$ cat config.mk
export PLATFORM = sky130hd
export DESIGN_NAME = elevator_stop_controller_flat
export DESIGN_NICKNAME = d
export VERILOG_FILES = /design/src/rtl/esc_pkg.sv /design/src/rtl/esc_if.sv /design/src/rtl/elevator_stop_controller.sv /design/src/flat_wrapper.sv
export SDC_FILE = /design/constraint.sdc
export NUM_CORES = 1
export LEC_CHECK = 0
export BUFFER_PORTS_ARGS = -buffer_cell sky130_fd_sc_hd__buf_4
export CORE_ASPECT_RATIO = 0.8
export CORE_MARGIN = 3
export CORE_UTILIZATION = 35
export CTS_CLUSTER_SIZE = 25
export DETAILED_ROUTE_END_ITERATION = 12
export MAX_ROUTING_LAYER = met4
export REMOVE_ABC_BUFFERS = 1
export SETUP_SLACK_MARGIN = 0.2
export SLEW_MARGIN = 20
export SYNTH_ARGS = -nofsm -noshare
export SYNTH_HDL_FRONTEND = slang
export SYNTH_SLANG_ARGS = --single-unit
$ cat constraint.sdc
create_clock -name clk_i -period 6.8 [get_ports clk_i]
set_input_delay 2.04 -clock clk_i [delete_from_list [all_inputs] [get_ports clk_i]]
set_output_delay 2.04 -clock clk_i [all_outputs]
set_load 0.005 [all_outputs]
$ cat src/rtl/esc_pkg.sv
package esc_pkg;

  // Number of floors in the shaft and the widths that follow from it.
  localparam int NUM_FLOORS = 16;
  localparam int FLOOR_W    = (NUM_FLOORS > 1) ? $clog2(NUM_FLOORS) : 1;
  localparam int COUNT_W    = $clog2(NUM_FLOORS + 1);

  // Fixed field widths of the words on the ports.
  localparam int ACTION_W  = 2;
  localparam int TARGET_W  = 4;
  localparam int MODE_W    = 3;
  localparam int CABIN_W   = 4;
  localparam int PENDING_W = 5;
  localparam int OUTCOME_W = 2;
  localparam int CFG_IDX_W = 2;
  localparam int CFG_DATA_W = 4;

  typedef enum logic [ACTION_W-1:0] {
    ACT_REQUEST = 2'd0,
    ACT_STEP    = 2'd1,
    ACT_CLOSE   = 2'd2,
    ACT_SERVICE = 2'd3
  } action_e;

  typedef enum logic [OUTCOME_W-1:0] {
    OUT_OK          = 2'd0,
    OUT_NOT_ALLOWED = 2'd1,
    OUT_RANGE       = 2'd2,
    OUT_ALREADY     = 2'd3
  } outcome_e;

  // Controller state, one-hot.
  typedef enum logic [4:0] {
    MODE_IDLE  = 5'b00001,
    MODE_UP    = 5'b00010,
    MODE_DOWN  = 5'b00100,
    MODE_DOORS = 5'b01000,
    MODE_MAINT = 5'b10000
  } mode_e;

  // Mode codes as they appear on the result word.
  localparam logic [MODE_W-1:0] MODE_CODE_IDLE  = 3'd0;
  localparam logic [MODE_W-1:0] MODE_CODE_UP    = 3'd1;
  localparam logic [MODE_W-1:0] MODE_CODE_DOWN  = 3'd2;
  localparam logic [MODE_W-1:0] MODE_CODE_DOORS = 3'd3;
  localparam logic [MODE_W-1:0] MODE_CODE_MAINT = 3'd4;

  // Configuration register indexes.
  localparam logic [CFG_IDX_W-1:0] CFG_LOWEST  = 2'd0;
  localparam logic [CFG_IDX_W-1:0] CFG_HIGHEST = 2'd1;
  localparam logic [CFG_IDX_W-1:0] CFG_START   = 2'd2;

  function automatic logic [MODE_W-1:0] mode_code(input mode_e m);
    logic [MODE_W-1:0] c;
    case (m)
      MODE_IDLE:  c = MODE_CODE_IDLE;
      MODE_UP:    c = MODE_CODE_UP;
      MODE_DOWN:  c = MODE_CODE_DOWN;
      MODE_DOORS: c = MODE_CODE_DOORS;
      MODE_MAINT: c = MODE_CODE_MAINT;
      default:    c = MODE_CODE_IDLE;
    endcase
    return c;
  endfunction

endpackage

$ cat src/rtl/esc_if.sv
// Action channel into the controller.
interface esc_in_if
  import esc_pkg::*;
();
  logic                valid;
  logic                ready;
  logic [ACTION_W-1:0] action;
  logic [TARGET_W-1:0] target_floor;
  logic                service_on;

  modport source(output valid, action, target_floor, service_on, input ready);
  modport sink(input valid, action, target_floor, service_on, output ready);
endinterface

// Status channel out of the controller.
interface esc_out_if
  import esc_pkg::*;
();
  logic                 valid;
  logic                 ready;
  logic [MODE_W-1:0]    mode;
  logic [CABIN_W-1:0]   cabin_floor;
  logic [PENDING_W-1:0] pending_stops;
  logic [OUTCOME_W-1:0] outcome;

  modport source(output valid, mode, cabin_floor, pending_stops, outcome, input ready);
  modport sink(input valid, mode, cabin_floor, pending_stops, outcome, output ready);
endinterface

$ cat src/rtl/elevator_stop_controller.sv
// Channel      Direction  Contents
// act_word     in         action, target_floor, service_on
// stat_word    out        mode, cabin_floor, pending_stops, outcome
// cfg_*        in         write enable, register index, 4-bit data
//
// Every accepted action word produces exactly one status word, in the next cycle.
// The controller state is updated at the edge that accepts the action, and the
// status goes to a single output register, so a new action is taken every
// cycle while the output register is empty or is being drained.
// rst_ni clears the mode to idle, the cabin to floor 0, the stops and the
// output valid flag, and sets the floor limits to 0 and 15. A stalled status
// word only holds off new actions; nothing is lost.
module elevator_stop_controller
  import esc_pkg::*;
(
  input  logic                  clk_i,
  input  logic                  rst_ni,
  esc_in_if.sink                act_word,
  esc_out_if.source             stat_word,
  input  logic                  cfg_we_i,
  input  logic [CFG_IDX_W-1:0]  cfg_idx_i,
  input  logic [CFG_DATA_W-1:0] cfg_data_i
);

  // Controller state.
  mode_e                   mode_q, mode_d;
  logic [FLOOR_W-1:0]      floor_q, floor_d;
  logic [NUM_FLOORS-1:0]   stops_q, stops_d;
  logic [CFG_DATA_W-1:0]   lowest_q, highest_q;

  // Output register.
  logic                    out_valid_q;
  logic [MODE_W-1:0]       out_mode_q;
  logic [CABIN_W-1:0]      out_cabin_q;
  logic [PENDING_W-1:0]    out_pending_q;
  logic [OUTCOME_W-1:0]    out_outcome_q;

  logic                    act_acc;
  outcome_e                outcome;
  action_e                 action;

  logic [NUM_FLOORS-1:0]   target_bit;
  logic                    target_in_range;
  logic                    target_here;
  logic [NUM_FLOORS-1:0]   stops_req;
  logic [FLOOR_W-1:0]      floor_step;
  logic [NUM_FLOORS-1:0]   step_bit;
  logic [FLOOR_W-1:0]      start_floor;

  // Direction choice from a stop map and a cabin floor: idle with no stops,
  // up when any stop lies above the cabin, down otherwise (this includes a
  // lone stop at the cabin floor).
  function automatic mode_e pick_dir(input logic [NUM_FLOORS-1:0] stops,
                                     input logic [FLOOR_W-1:0]    fl);
    logic [NUM_FLOORS-1:0] above;
    for (int i = 0; i < NUM_FLOORS; i++) begin
      above[i] = (i > int'(fl));
    end
    if (stops == '0) begin
      return MODE_IDLE;
    end else if ((stops & above) != '0) begin
      return MODE_UP;
    end
    return MODE_DOWN;
  endfunction

  assign act_acc        = act_word.valid && act_word.ready;
  assign act_word.ready = !out_valid_q || stat_word.ready;
  assign action         = action_e'(act_word.action);

  // Request decode. Out of range also covers an empty window (lowest above
  // highest) and targets past the top of the shaft.
  always_comb begin
    for (int i = 0; i < NUM_FLOORS; i++) begin
      target_bit[i] = (int'(act_word.target_floor) == i);
    end
  end

  assign target_in_range = (act_word.target_floor >= lowest_q) &&
                           (act_word.target_floor <= highest_q) &&
                           (int'(act_word.target_floor) < NUM_FLOORS);
  assign target_here     = (int'(act_word.target_floor) == int'(floor_q));
  assign stops_req       = (target_in_range && !target_here) ? (stops_q | target_bit)
                                                             : stops_q;

  // One floor of travel, clamped at both ends of the shaft.
  always_comb begin
    floor_step = floor_q;
    if (mode_q == MODE_UP) begin
      if (int'(floor_q) + 1 < NUM_FLOORS) begin
        floor_step = floor_q + FLOOR_W'(1);
      end
    end else if (floor_q != '0) begin
      floor_step = floor_q - FLOOR_W'(1);
    end
    for (int i = 0; i < NUM_FLOORS; i++) begin
      step_bit[i] = (int'(floor_step) == i);
    end
  end

  // Next state and outcome for the offered action.
  always_comb begin
    mode_d  = mode_q;
    floor_d = floor_q;
    stops_d = stops_q;
    outcome = OUT_NOT_ALLOWED;
    case (action)
      ACT_REQUEST: begin
        if (mode_q == MODE_IDLE || mode_q == MODE_UP || mode_q == MODE_DOWN ||
            mode_q == MODE_DOORS) begin
          stops_d = stops_req;
          if (!target_in_range) begin
            outcome = OUT_RANGE;
          end else if (target_here) begin
            outcome = OUT_ALREADY;
          end else begin
            outcome = OUT_OK;
          end
          if (mode_q == MODE_IDLE) begin
            mode_d = pick_dir(stops_req, floor_q);
          end
        end
      end
      ACT_STEP: begin
        if (mode_q == MODE_UP || mode_q == MODE_DOWN) begin
          floor_d = floor_step;
          outcome = OUT_OK;
          if ((stops_q & step_bit) != '0) begin
            stops_d = stops_q & ~step_bit;
            mode_d  = MODE_DOORS;
          end else begin
            mode_d  = pick_dir(stops_q, floor_step);
          end
        end
      end
      ACT_CLOSE: begin
        if (mode_q == MODE_DOORS) begin
          mode_d  = pick_dir(stops_q, floor_q);
          outcome = OUT_OK;
        end
      end
      ACT_SERVICE: begin
        if (mode_q == MODE_IDLE || mode_q == MODE_MAINT) begin
          outcome = OUT_OK;
          mode_d  = act_word.service_on ? MODE_MAINT : MODE_IDLE;
          // Leaving maintenance drops every queued stop.
          if (mode_q == MODE_MAINT && !act_word.service_on) begin
            stops_d = '0;
          end
        end
      end
      default: begin
        outcome = OUT_NOT_ALLOWED;
      end
    endcase
  end

  // Start floor saturates at the top of the shaft.
  assign start_floor = (int'(cfg_data_i) >= NUM_FLOORS) ? FLOOR_W'(NUM_FLOORS - 1)
                                                        : FLOOR_W'(cfg_data_i);

  always_ff @(posedge clk_i or negedge rst_ni) begin
    if (!rst_ni) begin
      mode_q    <= MODE_IDLE;
      floor_q   <= '0;
      stops_q   <= '0;
      lowest_q  <= CFG_DATA_W'(0);
      highest_q <= CFG_DATA_W'(15);
    end else begin
      if (act_acc) begin
        mode_q  <= mode_d;
        stops_q <= stops_d;
      end
      // The user must write configuration only while no action is in flight, so
      // that a start floor write never meets a step; the block does not enforce it.
      if (cfg_we_i && cfg_idx_i == CFG_START) begin
        floor_q <= start_floor;
      end else if (act_acc) begin
        floor_q <= floor_d;
      end
      if (cfg_we_i) begin
        case (cfg_idx_i)
          CFG_LOWEST:  lowest_q  <= cfg_data_i;
          CFG_HIGHEST: highest_q <= cfg_data_i;
          default:     ;
        endcase
      end
    end
  end

  // Output register: loads on every accepted action, drains when taken.
  always_ff @(posedge clk_i or negedge rst_ni) begin
    if (!rst_ni) begin
      out_valid_q <= 1'b0;
    end else if (act_acc) begin
      out_valid_q <= 1'b1;
    end else if (stat_word.ready) begin
      out_valid_q <= 1'b0;
    end
  end

  always_ff @(posedge clk_i) begin
    if (act_acc) begin
      out_mode_q    <= mode_code(mode_d);
      out_cabin_q   <= CABIN_W'(floor_d);
      out_pending_q <= PENDING_W'(COUNT_W'($countones(stops_d)));
      out_outcome_q <= outcome;
    end
  end

  assign stat_word.valid         = out_valid_q;
  assign stat_word.mode          = out_mode_q;
  assign stat_word.cabin_floor   = out_cabin_q;
  assign stat_word.pending_stops = out_pending_q;
  assign stat_word.outcome       = out_outcome_q;

  // Idle is only ever entered with an empty stop map.
  a_idle_no_stops: assert property (@(posedge clk_i) disable iff (!rst_ni)
    (mode_q == MODE_IDLE) |-> (stops_q == '0))
    else $error("idle with pending stops");

  // Every accepted action yields a status word in the next cycle.
  a_status_follows: assert property (@(posedge clk_i) disable iff (!rst_ni)
    act_acc |=> out_valid_q)
    else $error("status word missing after accepted action");

  // A status word that is taken with no new action behind it is not repeated.
  a_no_repeat: assert property (@(posedge clk_i) disable iff (!rst_ni)
    (out_valid_q && stat_word.ready && !act_acc) |=> !out_valid_q)
    else $error("status word repeated");

  // In maintenance the stop map either holds or is cleared.
  a_maint_stops: assert property (@(posedge clk_i) disable iff (!rst_ni)
    (act_acc && mode_q == MODE_MAINT) |=> (stops_q == $past(stops_q) || stops_q == '0))
    else $error("stop map changed in maintenance");

endmodule

$ cat src/flat_wrapper.sv
// flat-port wrapper written by rule: the top's interface ports become plain ports
module elevator_stop_controller_flat import esc_pkg::*;
  (clk_i, rst_ni, cfg_we_i, cfg_idx_i, cfg_data_i, act_word_valid, act_word_action, act_word_target_floor, act_word_service_on, act_word_ready, stat_word_valid, stat_word_mode, stat_word_cabin_floor, stat_word_pending_stops, stat_word_outcome, stat_word_ready);
  esc_in_if act_word_i ();
  esc_out_if stat_word_i ();
  input  logic clk_i;
  input  logic rst_ni;
  input  logic cfg_we_i;
  input  logic [CFG_IDX_W-1:0] cfg_idx_i;
  input  logic [CFG_DATA_W-1:0] cfg_data_i;
  input wire logic [$bits(act_word_i.valid)-1:0] act_word_valid;
  input wire logic [$bits(act_word_i.action)-1:0] act_word_action;
  input wire logic [$bits(act_word_i.target_floor)-1:0] act_word_target_floor;
  input wire logic [$bits(act_word_i.service_on)-1:0] act_word_service_on;
  output wire logic [$bits(act_word_i.ready)-1:0] act_word_ready;
  output wire logic [$bits(stat_word_i.valid)-1:0] stat_word_valid;
  output wire logic [$bits(stat_word_i.mode)-1:0] stat_word_mode;
  output wire logic [$bits(stat_word_i.cabin_floor)-1:0] stat_word_cabin_floor;
  output wire logic [$bits(stat_word_i.pending_stops)-1:0] stat_word_pending_stops;
  output wire logic [$bits(stat_word_i.outcome)-1:0] stat_word_outcome;
  input wire logic [$bits(stat_word_i.ready)-1:0] stat_word_ready;
  assign act_word_i.valid = act_word_valid;
  assign act_word_i.action = act_word_action;
  assign act_word_i.target_floor = act_word_target_floor;
  assign act_word_i.service_on = act_word_service_on;
  assign act_word_ready = act_word_i.ready;
  assign stat_word_valid = stat_word_i.valid;
  assign stat_word_mode = stat_word_i.mode;
  assign stat_word_cabin_floor = stat_word_i.cabin_floor;
  assign stat_word_pending_stops = stat_word_i.pending_stops;
  assign stat_word_outcome = stat_word_i.outcome;
  assign stat_word_i.ready = stat_word_ready;
  elevator_stop_controller u_core (.clk_i(clk_i), .rst_ni(rst_ni), .act_word(act_word_i), .stat_word(stat_word_i), .cfg_we_i(cfg_we_i), .cfg_idx_i(cfg_idx_i), .cfg_data_i(cfg_data_i));
endmodule
Word level (Yosys, flattened, before mapping)
Cells that the tools add are included.
{"block": "classes", "magnitude_cmp": 33, "n_mul": 0, "n_mux": 55, "n_shift": 0, "n_bitwise": 7, "eq_ne": 45, "add_sub_neg": 18, "div": 0, "reduce_logical": 29}
{"operator": "$mux 16", "n": 6}
{"operator": "$and 16x16->16", "n": 5}
{"operator": "$mux 5", "n": 16}
{"operator": "$eq 4x4->1 const B", "n": 16}
{"operator": "$gt 4x4->1 const A", "n": 16}
{"operator": "$reduce_bool 16->1", "n": 4}
{"operator": "$pmux 16 s3", "n": 1}
{"operator": "$add 5x5->5", "n": 7}
{"operator": "$eq 4x3->1 const B", "n": 8}
{"operator": "$gt 3x4->1 const A", "n": 8}
{"operator": "$logic_not 16->1", "n": 2}
{"operator": "$lt 32x6->1 const B", "n": 1}
{"operator": "$mux 4", "n": 7}
{"operator": "$pmux 5 s4", "n": 1}
{"operator": "$mux 1", "n": 19}
{"operator": "$add 1x1->2", "n": 8}
{"operator": "$eq 4x2->1 const B", "n": 4}
{"operator": "$gt 2x4->1 const A", "n": 4}
{"operator": "$not 16->16", "n": 1}
{"operator": "$or 16x16->16", "n": 1}
{"operator": "$pmux 3 s4", "n": 1}
{"operator": "$eq 5x2->1 const B", "n": 2}
{"operator": "$eq 5x3->1 const B", "n": 2}
{"operator": "$eq 5x4->1 const B", "n": 2}
{"operator": "22 further kinds", "n": 45}
{"block": "totals", "regBits": 48, "latch_bits": 0, "input_bits": 18, "wordCells": 197, "mem_bits_ro": 0, "out_inout_bits": 16, "ram_bits": 0, "memories": 0}

Longest topological paths before layout
Gate-level depths: netlist of the first run.
{"block": "depth", "depth_word": 18, "mapped_depth": 28, "ltp_nobuf": 24}

Worst setup path before layout of the first run
Ideal clock, no wire load.
{"block": "synth_path", "path_kind": "input to register", "startpoint": "input port act_word_target_floor[0]", "endpoint": "register u_core.out_pending_q[2] (netlist: u_core.stat_word.pending_stops[2]), data pin", "stages": 21, "setup_ps": 250, "required_time_ps": 6550, "arrival_ps": 7189, "slack_ps": -639, "n_path_buf": 1, "cell_sequence": "clkbuf_1 inv_1 ha_1 o21ai_0 a211oi_1 nand2_1 or2_1 o32ai_1 o21ai_0 o21ai_0 ha_1 inv_1 fa_1 inv_1 fa_1 fa_1 fa_1 ha_1 inv_1 fa_1 inv_1"}
{"block": "synth_via", "elab_chain_cells": 10, "elab_cells_between_ends": 41, "cone_classes": "add/sub (15); order compare (2); eq/ne (16); mux (3); bitwise (1); reduce/logical (4)"}
{"element": "from (decl)", "line": "flat_wrapper.sv:13", "text": "input wire logic [$bits(act_word_i.target_floor)-1:0] act_word_target_floor;"}
{"element": "$ge 4x4->1 (tied with other cells)", "line": "elevator_stop_controller.sv:79", "text": "assign target_in_range = (act_word.target_floor >= lowest_q) &&"}
{"element": "$logic_and 1x1->1 / $logic_not 1->1 (equally long branches)", "line": "elevator_stop_controller.sv:79, elevator_stop_controller.sv:83"}
{"element": "$logic_and 1x1->1", "line": "elevator_stop_controller.sv:83", "text": "assign stops_req = (target_in_range && !target_here) ? (stops_q | target_bit)"}
{"element": "$mux 16 (*)", "line": "elevator_stop_controller.sv:83"}
{"element": "$mux 16 (*)", "line": "elevator_stop_controller.sv:109", "text": "if (mode_q == MODE_IDLE || mode_q == MODE_UP || mode_q == MODE_DOWN ||"}
{"element": "$pmux 16 s3 (*)", "line": "elevator_stop_controller.sv:107", "text": "case (action)"}
{"element": "via u_core.stops_d[15]", "line": "elevator_stop_controller.sv:28", "text": "logic [NUM_FLOORS-1:0] stops_q, stops_d;"}
{"element": "$add 1x1->2 (implied by the code) (*)", "line": "elevator_stop_controller.sv:206", "text": "out_pending_q <= PENDING_W'(COUNT_W'($countones(stops_d)));"}
{"element": "$add 5x5->5 (implied by the code) (*) (3 in series)", "line": "elevator_stop_controller.sv:206"}
{"element": "to (signal assigned)", "line": "elevator_stop_controller.sv:206"}
{"element": "to (decl)", "line": "elevator_stop_controller.sv:35", "text": "logic [PENDING_W-1:0] out_pending_q;"}
Mark *: on every way through the listed nets, which the timed path passes. The rest lies on a longest branch.
A chain may end at the register's enable or synchronous reset.

Worst setup path after layout of the first run
{"block": "layout_path", "startpoint": "input port act_word_target_floor[3]", "endpoint": "register u_core.out_pending_q[2] (netlist: u_core.stat_word.pending_stops[2]), data pin"}
Same word-level chain as after synthesis.

==> results of run 1 <==
-- metrics by stage --
stage	setup WS, ns	power, uW	hold WS (ns)
after floorplan	-0.304	1560	0.461
after global placement	-0.391	2310	0.474
after CTS	0.161	2900	0.485
after detailed placement	-0.515	2330	0.475
final	-0.0554	3110	0.480
after global routing	-0.210	3300	0.505
-- power by group --
part	switching [uW]	internal [uW]	leakage [uW]
Sequential	104	398	0.000556
Clock	125	185	0.0000871
Combinational	1270	1020	0.00248
Total	1500	1610	0.00312
-- synth_stat cells, drive strengths merged, types with 9 or more instances --
cell type   n
nand2      69
o21ai      61
inv        50
nor2       47
a21oi      38
clkbuf     30
dfrtp      29
ha         24
nand3      18
nor4       16
a31oi      14
edfxtp     14
buf        13
nand2b     12
nor2b      12
o31ai      12
fa         11
a211oi     10
nand4      10
o211ai     10
nor3        9
or2         9
-- flip-flops by register name (all words and copies together), names as in the netlist --
register                        count
u_core.stat_word.pending_stops      5
u_core.mode_q                       5
u_core.stat_word.cabin_floor        4
u_core.stat_word.outcome            2
u_core.stat_word.valid              1
u_core.floor_q                      4
u_core.highest_q                    4
u_core.stops_q                     16
u_core.lowest_q                     4
u_core.stat_word.mode               3
-- cells by family after synthesis --
kind of cell	Yosys count	synth area share [%]
DFF	48	24.8
xor gates and xnor gates	12	2.04
muxes	11	2.56
adders and majority gates	35	10.1
and+or+nand+nor	241	25.2
buffers and inverters	93	7.40
AOI/OAI and AO/OA	212	27.8
-- layout make-up --
class	instances	area [um^2]
well taps	180	225
diodes	2	5.00
flip-flops and latches	48	1280
repair buffers	201	1630
multi-input cells	511	3900
clock inverters	2	38.8
fillers	1286	6570
inverters	50	190
clock buffers	6	139
-- per-layer routing --
layer  global-route usage [%]  vias up  share of wire [%]
li1                         -     2731                  -
met1                     37.6     2929                 43
met2                     41.8      331                 45
met3                     4.47       61                9.0
met4                     7.61        0                2.9
met5                        -        -                  0
-- critical path, cell delays in order --
cell and delay, ns:
buf_12 0.11, ha_4 0.24, o21a_1 0.12, nor2_2 0.05
a211oi_2 0.30, nand2_4 0.10, or2_4 0.29, buf_6 0.12
o32ai_2 0.22, o21ai_1 0.13, o21ai_1 0.14, ha_2 0.20
inv_2 0.03, fa_1 0.47, inv_1 0.06, fa_1 0.46
fa_1 0.50, fa_1 0.57, ha_2 0.20, inv_2 0.04
fa_1 0.49, inv_1 0.04
-- path summary, 6_finish.rpt --
check | depth (start not counted) | slack [ns] | to | start
setup / recovery | 22 | -0.06 | u_core.stat_word.pending_stops[2] | act_word_target_floor[3]
min in group asynchronous | 1 | 1.71 | u_core.lowest_q[3] | rst_ni
hold / removal | 2 | 0.48 | u_core.highest_q[1] | u_core.highest_q[1]
setup reg to reg | 22 | 0.07 | u_core.stat_word.pending_stops[2] | u_core.mode_q[2]
max in group asynchronous | 1 | 4.71 | u_core.floor_q[3] | rst_ni
hold reg to reg | 2 | 0.48 | u_core.highest_q[1] | u_core.highest_q[1]
-- timing repair --
item / CTS / global route
setup buffers: 65 / 11
pin swaps: 35 / 29
resized for setup: 75 / 48
endpoints found under the setup margin: 3 / 6
==> results list, run 1 <==
- Power density cells: approximately 420 nW/um^2
- Leaving out fill and tap cells, the most frequent cell in the layout is buf_4.
- The worst pin sits at a relative slew slack of between 40% and 50%.
* Number of buffers created by CTS: 5
- Number of nets in the finished design: 870
- Routed wire length: 22200 um
- Largest voltage drop on the vdd net: between 0.15 and 0.2 mV
* Final clock skew: 0.0104 ns
- The first global-routing pass estimated between 30000 and 40000 um of wire.
- The checks that failed: setup timing.
- Type of the tightest min-delay check: reg2reg
* Post-route standard cell area excluding fillers: about 7400 um^2
- Initial Util: about 37%
- Number of design rule violations left after detail routing: 0
- Initial antenna violation count: 1
- Along the worst path, the maximum fanout reaches 4.
- Leakage: approximately 0.0031 uW
* CTS H-tree depth: 2
* Number of clock sinks seen by CTS: 48
* Netlist area before placement: 5140 um^2
- Dividing the detail-routed wire length by the instance count gives roughly 22 um.
- For the worst setup path, the data required time is 6.87 ns.
- Setup repair after global routing could not meet its margin everywhere.
* Number of distinct library cells after synthesis: 85
- In this run the vertical extent of the chip is 114 um.
- Area share of the largest cell type after synthesis: 14.1%
- Floorplan Core Area: 14000 um^2
- Input and output buffers added on the ports amount to 33.
- The floorplan step set the die width to between 100 and 150 um.
- The routed design could run at a clock period as short as roughly 7 ns.
- Number of iterations in the first detailed-routing pass: 5
* Root buf cell: clkbuf_16
* FP Rows: 38
* Count of mapped cells out of synthesis: between 600 and 700
- Clock tree from TritonCTS: done
- At the worst endpoint, the arrival time is 6.92 ns.
- The tool flagged a number of max-cap violations equal to 0.
* Final cell count without fillers: 1000
* Run status: finished, violations left
- From synthesis to final layout, the design area changed by 44.0%.
- In this run, placement finished with an instance count of 914.
- GRT overflow: 0
- IO Count: 34
- Clock transition time at the flip-flop clock pins of the worst setup and hold paths: 0.07 ns
- The number of global-route vias before repair is 5852.
* Number of slew-limit violations in the final report: 0
- In the layout the commonest cells are buf_4, nand2_1, o21ai_0.
* Worst Path Class, Setup: in2reg
- Area of the die: 16200 um^2
* Fraction of registers with async set or reset after synthesis: 70.8%
- After synthesis, flip-flops and latches occupy 24.8% of the total area.
* Instance area at placement: 6110 um^2
- Share of post-route cells with drive strength above 1: 38.4%
- Hold-fix buffers at CTS: 0
* Mean Syn Cell Area: a little under 8 um^2
- #FFs+latches synth: 48
- The biggest area contributor in the post-synthesis netlist is dfrtp_1.
- Clock insertion delay at the later pin of the skew report: 0.31 ns
- The worst setup path is launched from a primary input.
- Endpoints failing setup: 2
- The number of endpoints with negative hold slack in the final report was 0.
- After routing, the total negative slack on setup checks comes to -0.109 ns.
- The Yosys step of the flow raised 0 warnings.
* DR vias/cell: 6.05
- The congestion estimate from routability-driven global placement came to roughly 1.
- Final period util: 101%
* Tightest Pin Transition: 0.831 ns
- Antenna-violating nets left: 0
- Counting flops with a built-in enable in the synthesized netlist gives 14.
- The clock passes through at most 2 buffers.
- The worst setup path is captured at a register.
- Detailed placement HPWL: between 15000 and 20000 um
- Core Util, Final: 53.0%
- Leading register cell type out of synthesis: dfrtp_1
- Initial drt markers: about 740
- Pin count of the biggest net entering global routing: 35
- Highest attainable clock frequency: 146 MHz
- All-layer global routing usage: 27.3%
- Final critical-path setup slack: -0.0554 ns
* Detailed-route via count: 6052
- Top cells by area in the synthesized netlist: dfrtp_1, edfxtp_1, ha_1
No activity file was read; power rests on OpenSTA's default activity.
==> inputs of run 2 (changes only) <==
--- a/config.mk
+++ b/config.mk
@@ -14,7 +14,6 @@
 export MAX_ROUTING_LAYER = met4
 export REMOVE_ABC_BUFFERS = 1
 export SETUP_SLACK_MARGIN = 0.2
-export SLEW_MARGIN = 20
 export SYNTH_ARGS = -nofsm -noshare
 export SYNTH_HDL_FRONTEND = slang
 export SYNTH_SLANG_ARGS = --single-unit
==> constraint.sdc (replaced) <==
create_clock -name clk_i -period 6.4 [get_ports clk_i]
set_input_delay 1.92 -clock clk_i [delete_from_list [all_inputs] [get_ports clk_i]]
set_output_delay 1.92 -clock clk_i [all_outputs]
set_load 0.005 [all_outputs]
==> results list, run 2 (same netlist as run 1, synthesis figures left out) <==
- The max-slew violation count is 0 (unchanged).
* Final critical-path setup slack: -0.176 ns (-0.120 ns)
- Crit path max-delay cell type: fa_2
- The max-cap violation count was 0 (unchanged).
- FF+latch area: 1280 um^2 (unchanged)
- Width of the die: 142 um (unchanged)
- CTS H-tree depth: 2 (unchanged)
- Crit path launch type: primary input
- The antenna diode instance count was 0 (-2).
- Routed wire length: 21300 um (-4.3%)
- The checks that failed: setup timing.
- The half-perimeter wire length after detailed placement is 15700 um (+3.1%).
- Hold-fix buffers at CTS: 0 (unchanged)
- The final antenna-violating net count came to 0 (unchanged).
- Area of the die: 16200 um^2 (unchanged)
* Data required time at the worst endpoint: 6.46 ns (-0.41 ns)
- All-layer global routing usage: 27.0% (-0.27 points)
* Final clock skew: 0.00960 ns (-0.000814 ns)
* Initial Util: 36.8% (unchanged)
- Number of buffer and inverter stages on the critical path: 5 (-1)
- The actual slew at the worst max-slew pin is 0.834 ns (+0.00302 ns).
* FP Rows: 38 (unchanged)
- Clock transition time at the flip-flop clock pins of the worst setup and hold paths: 0.07 ns (about the same)
- Vias in the first global route: 5847 (-0.085%)
- TritonCTS built the clock tree.
* First-pass GRT wire length: 33100 um (-0.62%)
- Number of iterations in the first detailed-routing pass: 6 (+1)
- The met1 track demand over resource is 38.0% (+0.36 points).
* Highest attainable clock frequency: about 150 MHz
* Wire length per cell: 21.0 um (-5.3%)
- Met3 track demand over resource: 5.85% (+1.4 points)
- Unrepaired setup endpoints after global routing: true
* Run status: finished, violations left
- Pin count of the biggest net entering global routing: 35 (unchanged)
- Number of clock sinks seen by CTS: 48 (unchanged)
- The count of nets after finishing was 882 (+1.4%).
- The number of endpoints with negative hold slack in the final report came to 0 (unchanged).
- Max transition margin: 44.3% (-0.20 points)
- The buffer levels on the longest clock path was 2 (unchanged).
* Number of design rule violations left after detail routing: 0 (unchanged)
- After layout, the minimum clock period comes to ~6.6 ns.
- Maximum fanout count along the critical path: 4 (unchanged)
- The area occupied by multi-input gates was 3940 um^2 (+0.96%).
- The non-filler instance count after layout was 1010 (+1.0%).
- The worst slack at placement is -0.732 ns (-0.216 ns).
- The number of top-level pins was 34 (unchanged).
- Critical path endpoint category: register
* Routability Congestion: 1.00 (+0.95%)
* Root buf cell: clkbuf_16
- The area growth from synthesis to layout is 47.2%.
* DR vias/cell: 5.92 (-2.2%)
- Worst endpoint data arrival time: 6.63 ns (-0.29 ns)
- The worst setup path is of the in2reg kind.
* Number of buffers created by CTS: 5 (unchanged)
- Power density cells: 444 nW/um^2 (+5.8%)
* Routing layer with the top usage in global route: met2
- Detailed-route via count: 5981 (-1.2%)
* Count of port buffers added during placement: 33 (unchanged)
* Total instance count after detailed placement: 960 (+5.0%)
* Most repeated library cell on the critical path: fa_1
- Dominant delay contributor by cell family on the critical path: adder cells
- The proportion of layout cells with a drive suffix above 1 is 39.5% (+1.1 points).
* Most common cell after layout, fill and taps aside: buf_4
- The leakage power of the design was 0.00319 uW (+2.2%).
- Number of fill cells in the layout: 1307 (+1.6%)
- The number of antenna violations at the first check in global routing came to 0 (-1).
- The residual overflow from global routing came to 0 (unchanged).
- The die height is 114 um (unchanged).
- In the finished design, the share of the clock period the worst path needs comes to 103%.
- The instance area at placement was 6480 um^2 (+6.1%).
* Met2 Use GR: 39.7% (-2.1 points)
- The clock latency of the later-clocked register in the worst-skew pair came to 0.30 ns (about the same).
- The core area was 14000 um^2 (unchanged).
- Type of the tightest min-delay check: reg2reg
- Largest Register: u_core.stops_q
- Initial drt markers: 662 (-9.9%)
* Series of cell instances along the critical path: buf_8, buf_6, xor2_4, nor4_4, a211oi_2, nand2_2, or2_4, o32ai_4, o21ai_2, o21ai_1, ha_2, inv_2, fa_1, inv_2, fa_1, fa_1, fa_2, ha_4, inv_2, fa_1, xnor2_1
* Commonest cells after routing, fill and taps aside: buf_4, nand2_1, o21ai_0
- Endpoints failing setup: 2 (unchanged)
- The worst stage delay on the critical path came to 0.58 ns (about the same).
- The area of all placed cells without fillers is 7570 um^2 (+2.2%).
- Largest voltage drop on the vdd net: 0.231 mV (+41%)
- The flip-flop count of the largest register after layout came to 16 (unchanged).
## run 2: worst paths after layout
kind / start / to / slack, ns / depth (start not counted)
worst max-delay path: act_word_target_floor[0] / u_core.stat_word.pending_stops[3] / -0.18 / 21
worst min-delay path: u_core.highest_q[1] / u_core.highest_q[1] / 0.48 / 2
worst max register to register: u_core.mode_q[3] / u_core.stat_word.pending_stops[3] / -0.13 / 20
worst min register to register: u_core.highest_q[1] / u_core.highest_q[1] / 0.48 / 2
max in group asynchronous: rst_ni / u_core.floor_q[0] / 4.45 / 1
min in group asynchronous: rst_ni / u_core.stops_q[8] / 1.58 / 1
## run 2: routing by layer
layer  wire [um]  part of all wire (%)
met2        9210                    43
met4         473                   2.2
met1        9620                    45
met5           0                     0
met3        1950                   9.2
## run 2: what timing repair did
| action | in CTS | in global routing |
|---|---|---|
| buffers inserted | 38 | 4 |
| gates cloned | 0 | 0 |
| gates resized for setup | 86 | 53 |
| pin swaps | 39 | 17 |
| setup endpoints to repair | 4 | 5 |
## run 2: worst reg2reg max path, cell delays in order, from the launching register on
cell and delay, ns:
dfrtp_1 0.39, or4b_4 0.55, or3_4 0.40, o2bb2ai_4 0.22, mux4_2 0.34, a211oi_2 0.19
or4b_4 0.51, and2_4 0.17, a41o_1 0.24, o21ai_2 0.20, ha_2 0.21, inv_2 0.04
fa_1 0.55, inv_2 0.05, fa_1 0.52, fa_1 0.45, fa_2 0.58, ha_4 0.13
inv_2 0.03, fa_1 0.39, xnor2_1 0.13
## run 2: layout make-up
| class | instances | area share [%] |
|---|---|---|
| inverters | 50 | 2.48 |
| clock inverters | 2 | 0.182 |
| repair buffers | 213 | 23.6 |
| clock buffers | 6 | 1.84 |
| multi-input cells | 511 | 52.1 |
| well taps | 180 | 2.98 |
| flip-flops and latches | 48 | 16.9 |
## run 2: power breakdown
group          switching (uW)  internal (uW)  leakage, uW  total (uW)
combinational            1390           1180      0.00256        2570
sequential               85.0            423     0.000556         508
clock                     129            156    0.0000734         285
total                    1600           1760      0.00319        3360
## run 2: through the flow
stage | power (uW) | setup TNS, ns | utilization (%) | hold WS, ns
floorplan | 1660 | -1.67 | - | 0.461
global placement | 2690 | -2.15 | 46.4 | 0.473
detailed placement | 2720 | -2.25 | 46.4 | 0.480
CTS | 3190 | -0.171 | 52.2 | 0.490
global route | 3610 | -0.659 | 54.1 | 0.517
finish | 3360 | -0.344 | 54.1 | 0.485
==> inputs of run 3 (changes only) <==
--- a/config.mk
+++ b/config.mk
@@ -12,7 +12,6 @@
 export CTS_CLUSTER_SIZE = 25
 export DETAILED_ROUTE_END_ITERATION = 12
 export MAX_ROUTING_LAYER = met4
-export REMOVE_ABC_BUFFERS = 1
 export SETUP_SLACK_MARGIN = 0.2
 export SYNTH_ARGS = -nofsm -noshare
 export SYNTH_HDL_FRONTEND = slang
==> results list, run 3 (same netlist as run 1, synthesis figures left out) <==
- The number of CTS-inserted buffers came to 5 (unchanged).
- Hold-fix buffers at CTS: 0 (unchanged)
- Post-route standard cell area excluding fillers: 7450 um^2 (-1.6%)
- The clock latency of the later-clocked register in the worst-skew pair came to 0.31 ns (about the same).
- The non-filler instance count after layout came to 1000 (-0.99%).
- Post-layout total power: 3290 uW (-2.1%)
* Number of fill cells in the layout: 1289 (-1.4%)
* Leakage: 0.00314 uW (-1.5%)
* Clock tree from TritonCTS: done
* Max transition margin: 41.5% (-2.8 points)
- The detailed router's first-iteration violation count is 881 (+33%).
- The depth of the worst hold-timing path was 2 (unchanged).
- Number of design rule violations left after detail routing: 0 (unchanged)
- The final weighted congestion in routability-driven placement was 1.04 (+3.1%).
* Routed wire length: 21800 um (+2.6%)
- Worst endpoint data arrival time: 6.62 ns (about the same)
- The worst stage delay on the critical path is 0.55 ns (-0.03 ns).
- The final worst setup slack is -0.144 ns (+0.0318 ns).
- Crit path launch type: primary input
- Initial antenna violation count: 0 (unchanged)
- The flow ran to the end, but the final reports show violations.
- Total instance count after detailed placement: 950 (-1.0%)
- Final clock skew: 0.0121 ns (+0.00250 ns)
* IO Count: 34 (unchanged)
- The width of the die is 142 um (unchanged).
- Growth of design area from synthesis to finish: 44.9%
- The checks that failed: setup timing.
* Hold Violations, Final: 0 (unchanged)
- Mapped Nets: ~710
- The net switching power of the design came to 1580 uW (-1.2%).
- GRT overflow: 0 (unchanged)
- The first-pass GRT wire length came to 33200 um (+0.31%).
* FP Rows: 38 (unchanged)
* Unrepaired setup endpoints after global routing: true
- The portion of total power attributed to the clock network was 8.4% (about the same).
- Initial Util: 36.8% (unchanged)
- Clock transition time at the flip-flop clock pins of the worst setup and hold paths: 0.07 ns (about the same)
* Critical path endpoint category: register
- The proportion of layout cells with a drive suffix above 1 was 39.3% (-0.25 points).
- The combinational group share of total power is 76.2% (-0.2 points).
- The upper clock frequency limit came to 153 MHz (+0.49%).
* Type of the tightest min-delay check: reg2reg
* Final critical delay including setup and external delays: 6.54 ns (-0.0318 ns)
* Floorplan die height: 114 um (unchanged)
* Antenna fix cells: 0 (unchanged)
* Commonest cells after routing, fill and taps aside: buf_4, nand2_1, o21ai_0
- By instance count, the cell type seen most on the critical path is fa_1.
- Maximum fanout count along the critical path: 5 (+1)
* All-layer global routing usage: 27.1% (+0.10 points)
* Number of nets in the finished design: 872 (-1.1%)
- The count of buffers inserted at the top-level ports came to 33 (unchanged).
- Root buf cell: clkbuf_16
- Detailed placement HPWL: 15700 um (-0.29%)
- The internal power summed over all cells is 1710 uW (-3.0%).
- The setup violation total in the final timing report was 3 (+1).
* Worst Path Class, Setup: in2reg
* Largest Register: u_core.stops_q
- Net switching share of the total power: 48.1% (+0.48 points)
- The worst IR drop on VDD came to 0.172 mV (-26%).
- The critical path goes through buf_8, xor2_2, nor4_2, buf_4, a211oi_4, nand2_2, or2_4, nor4_2, nor2_1, a21oi_1, ha_1, fa_1, fa_2, fa_1, fa_1, ha_4, inv_2, fa_2, inv_2.
* Final period util: 102% (-0.50 points)
- Most common cell after layout, fill and taps aside: buf_4
- Antenna-violating nets left: 0 (unchanged)
- Max reg flops: 16 (unchanged)
- Wire length per cell: 21.8 um (+3.6%)
- The power density of the placed cells came to 442 nW/um^2 (-0.57%).
- The die outline area came to 16200 um^2 (unchanged).
* Detailed-route via count: 6069 (+1.5%)
- On the critical path, the stage with the largest delay is an instance of fa_1.
- The actual slew at the worst max-slew pin came to 0.875 ns (+0.0413 ns).
- The number of global-route vias before repair came to 5933 (+1.5%).
* Sequential Power Share: 15.4% (+0.3 points)
* Number of clock sinks seen by CTS: 48 (unchanged)
- The max-slew violation count was 0 (unchanged).
- The largest net degree at the start of global routing is 35 (unchanged).
* Worst reg-to-reg path cell count: 22 (+10%)
- The number of iterations in the first detailed-routing pass was 7 (+1).
- The via density per instance was 6.07 (+2.5%).
- The maximum level of the CTS H-tree is 2 (unchanged).
* Instance area at placement: 6470 um^2 (-0.14%)
* Floorplan Core Area: 14000 um^2 (unchanged)
- The buffer levels on the longest clock path was 2 (unchanged).
* Data required time at the worst endpoint: 6.48 ns (+0.02 ns)
* Maxcap violations: 0 (unchanged)
## run 3: changes by cell type in the layout (fill, tap and decap cells not counted), sizes merged
cell / delta
inv: -1
clkinvlp: -1
clkbuf: +1
clkinv: +1
buf: -10
## run 3: cell type report
class | count | area [um^2] | share of cell area [%]
Clock buffer | 7 | 133 | 1.78
Clock inverter | 1 | 8.76 | 0.118
Inverter | 50 | 193 | 2.59
Multi-Input combinational cell | 511 | 3920 | 52.6
Sequential cell | 48 | 1280 | 17.2
Tap cell | 180 | 225 | 3.02
Timing Repair Buffer | 203 | 1690 | 22.7
## run 3: worst max-delay path, delay by kind of cell
family,cells,cell delay [ns]
buffers and inverters,4,0.33
xor gates and xnor gates,1,0.19
AOI/OAI and AO/OA,2,0.42
adders and majority gates,7,2.88
and+or+nand+nor,5,0.88
## run 3: routing by layer
| metal | share of wire [%] | GRT usage [%] | up-vias |
|---|---|---|---|
| met2 | 42 | 39.2 | 358 |
| met4 | 3.9 | 8.18 | 0 |
| met1 | 44 | 36.7 | 2892 |
| met5 | 0 | - | - |
| met3 | 11 | 8.27 | 93 |
| li1 | - | - | 2726 |
## run 3: power groups by stage
stage / clock (uW) / sequential (uW) / combinational, uW
final: 276 / 507 / 2510
after floorplan: 0 / 475 / 1300
after global routing: 295 / 517 / 2710
after detailed placement: 0 / 504 / 2160
after global placement: 0 / 502 / 2160
after CTS: 283 / 499 / 2310
## run 3: stage by stage
step,hold WS [ns],util [%],setup TNS [ns],setup slack [ns]
4_1_cts,0.488,51.1,-0.120,-0.0958
2_1_floorplan,0.461,-,-0.609,-0.268
3_3_place_gp,0.474,46.3,-1.09,-0.427
6_report,0.486,53.3,-0.293,-0.144
5_1_grt,0.509,53.3,-0.672,-0.264
3_5_place_dp,0.485,46.3,-1.39,-0.511
## run 3: final timing paths
kind	slack [ns]	start	end
setup / recovery	-0.14	act_word_target_floor[3]	u_core.stat_word.pending_stops[2]
hold / removal	0.49	u_core.highest_q[3]	u_core.highest_q[3]
setup reg to reg	-0.14	u_core.mode_q[0]	u_core.stat_word.pending_stops[2]
hold reg to reg	0.49	u_core.highest_q[3]	u_core.highest_q[3]
max in group asynchronous	4.44	rst_ni	u_core.mode_q[0]
min in group asynchronous	1.57	rst_ni	u_core.lowest_q[0]
## run 3: repair_timing
item | 4_1_cts | 5_1_grt
buffers inserted | 38 | 4
pin swaps | 34 | 20
endpoints found under the setup margin | 3 | 5
gates resized for setup | 51 | 63
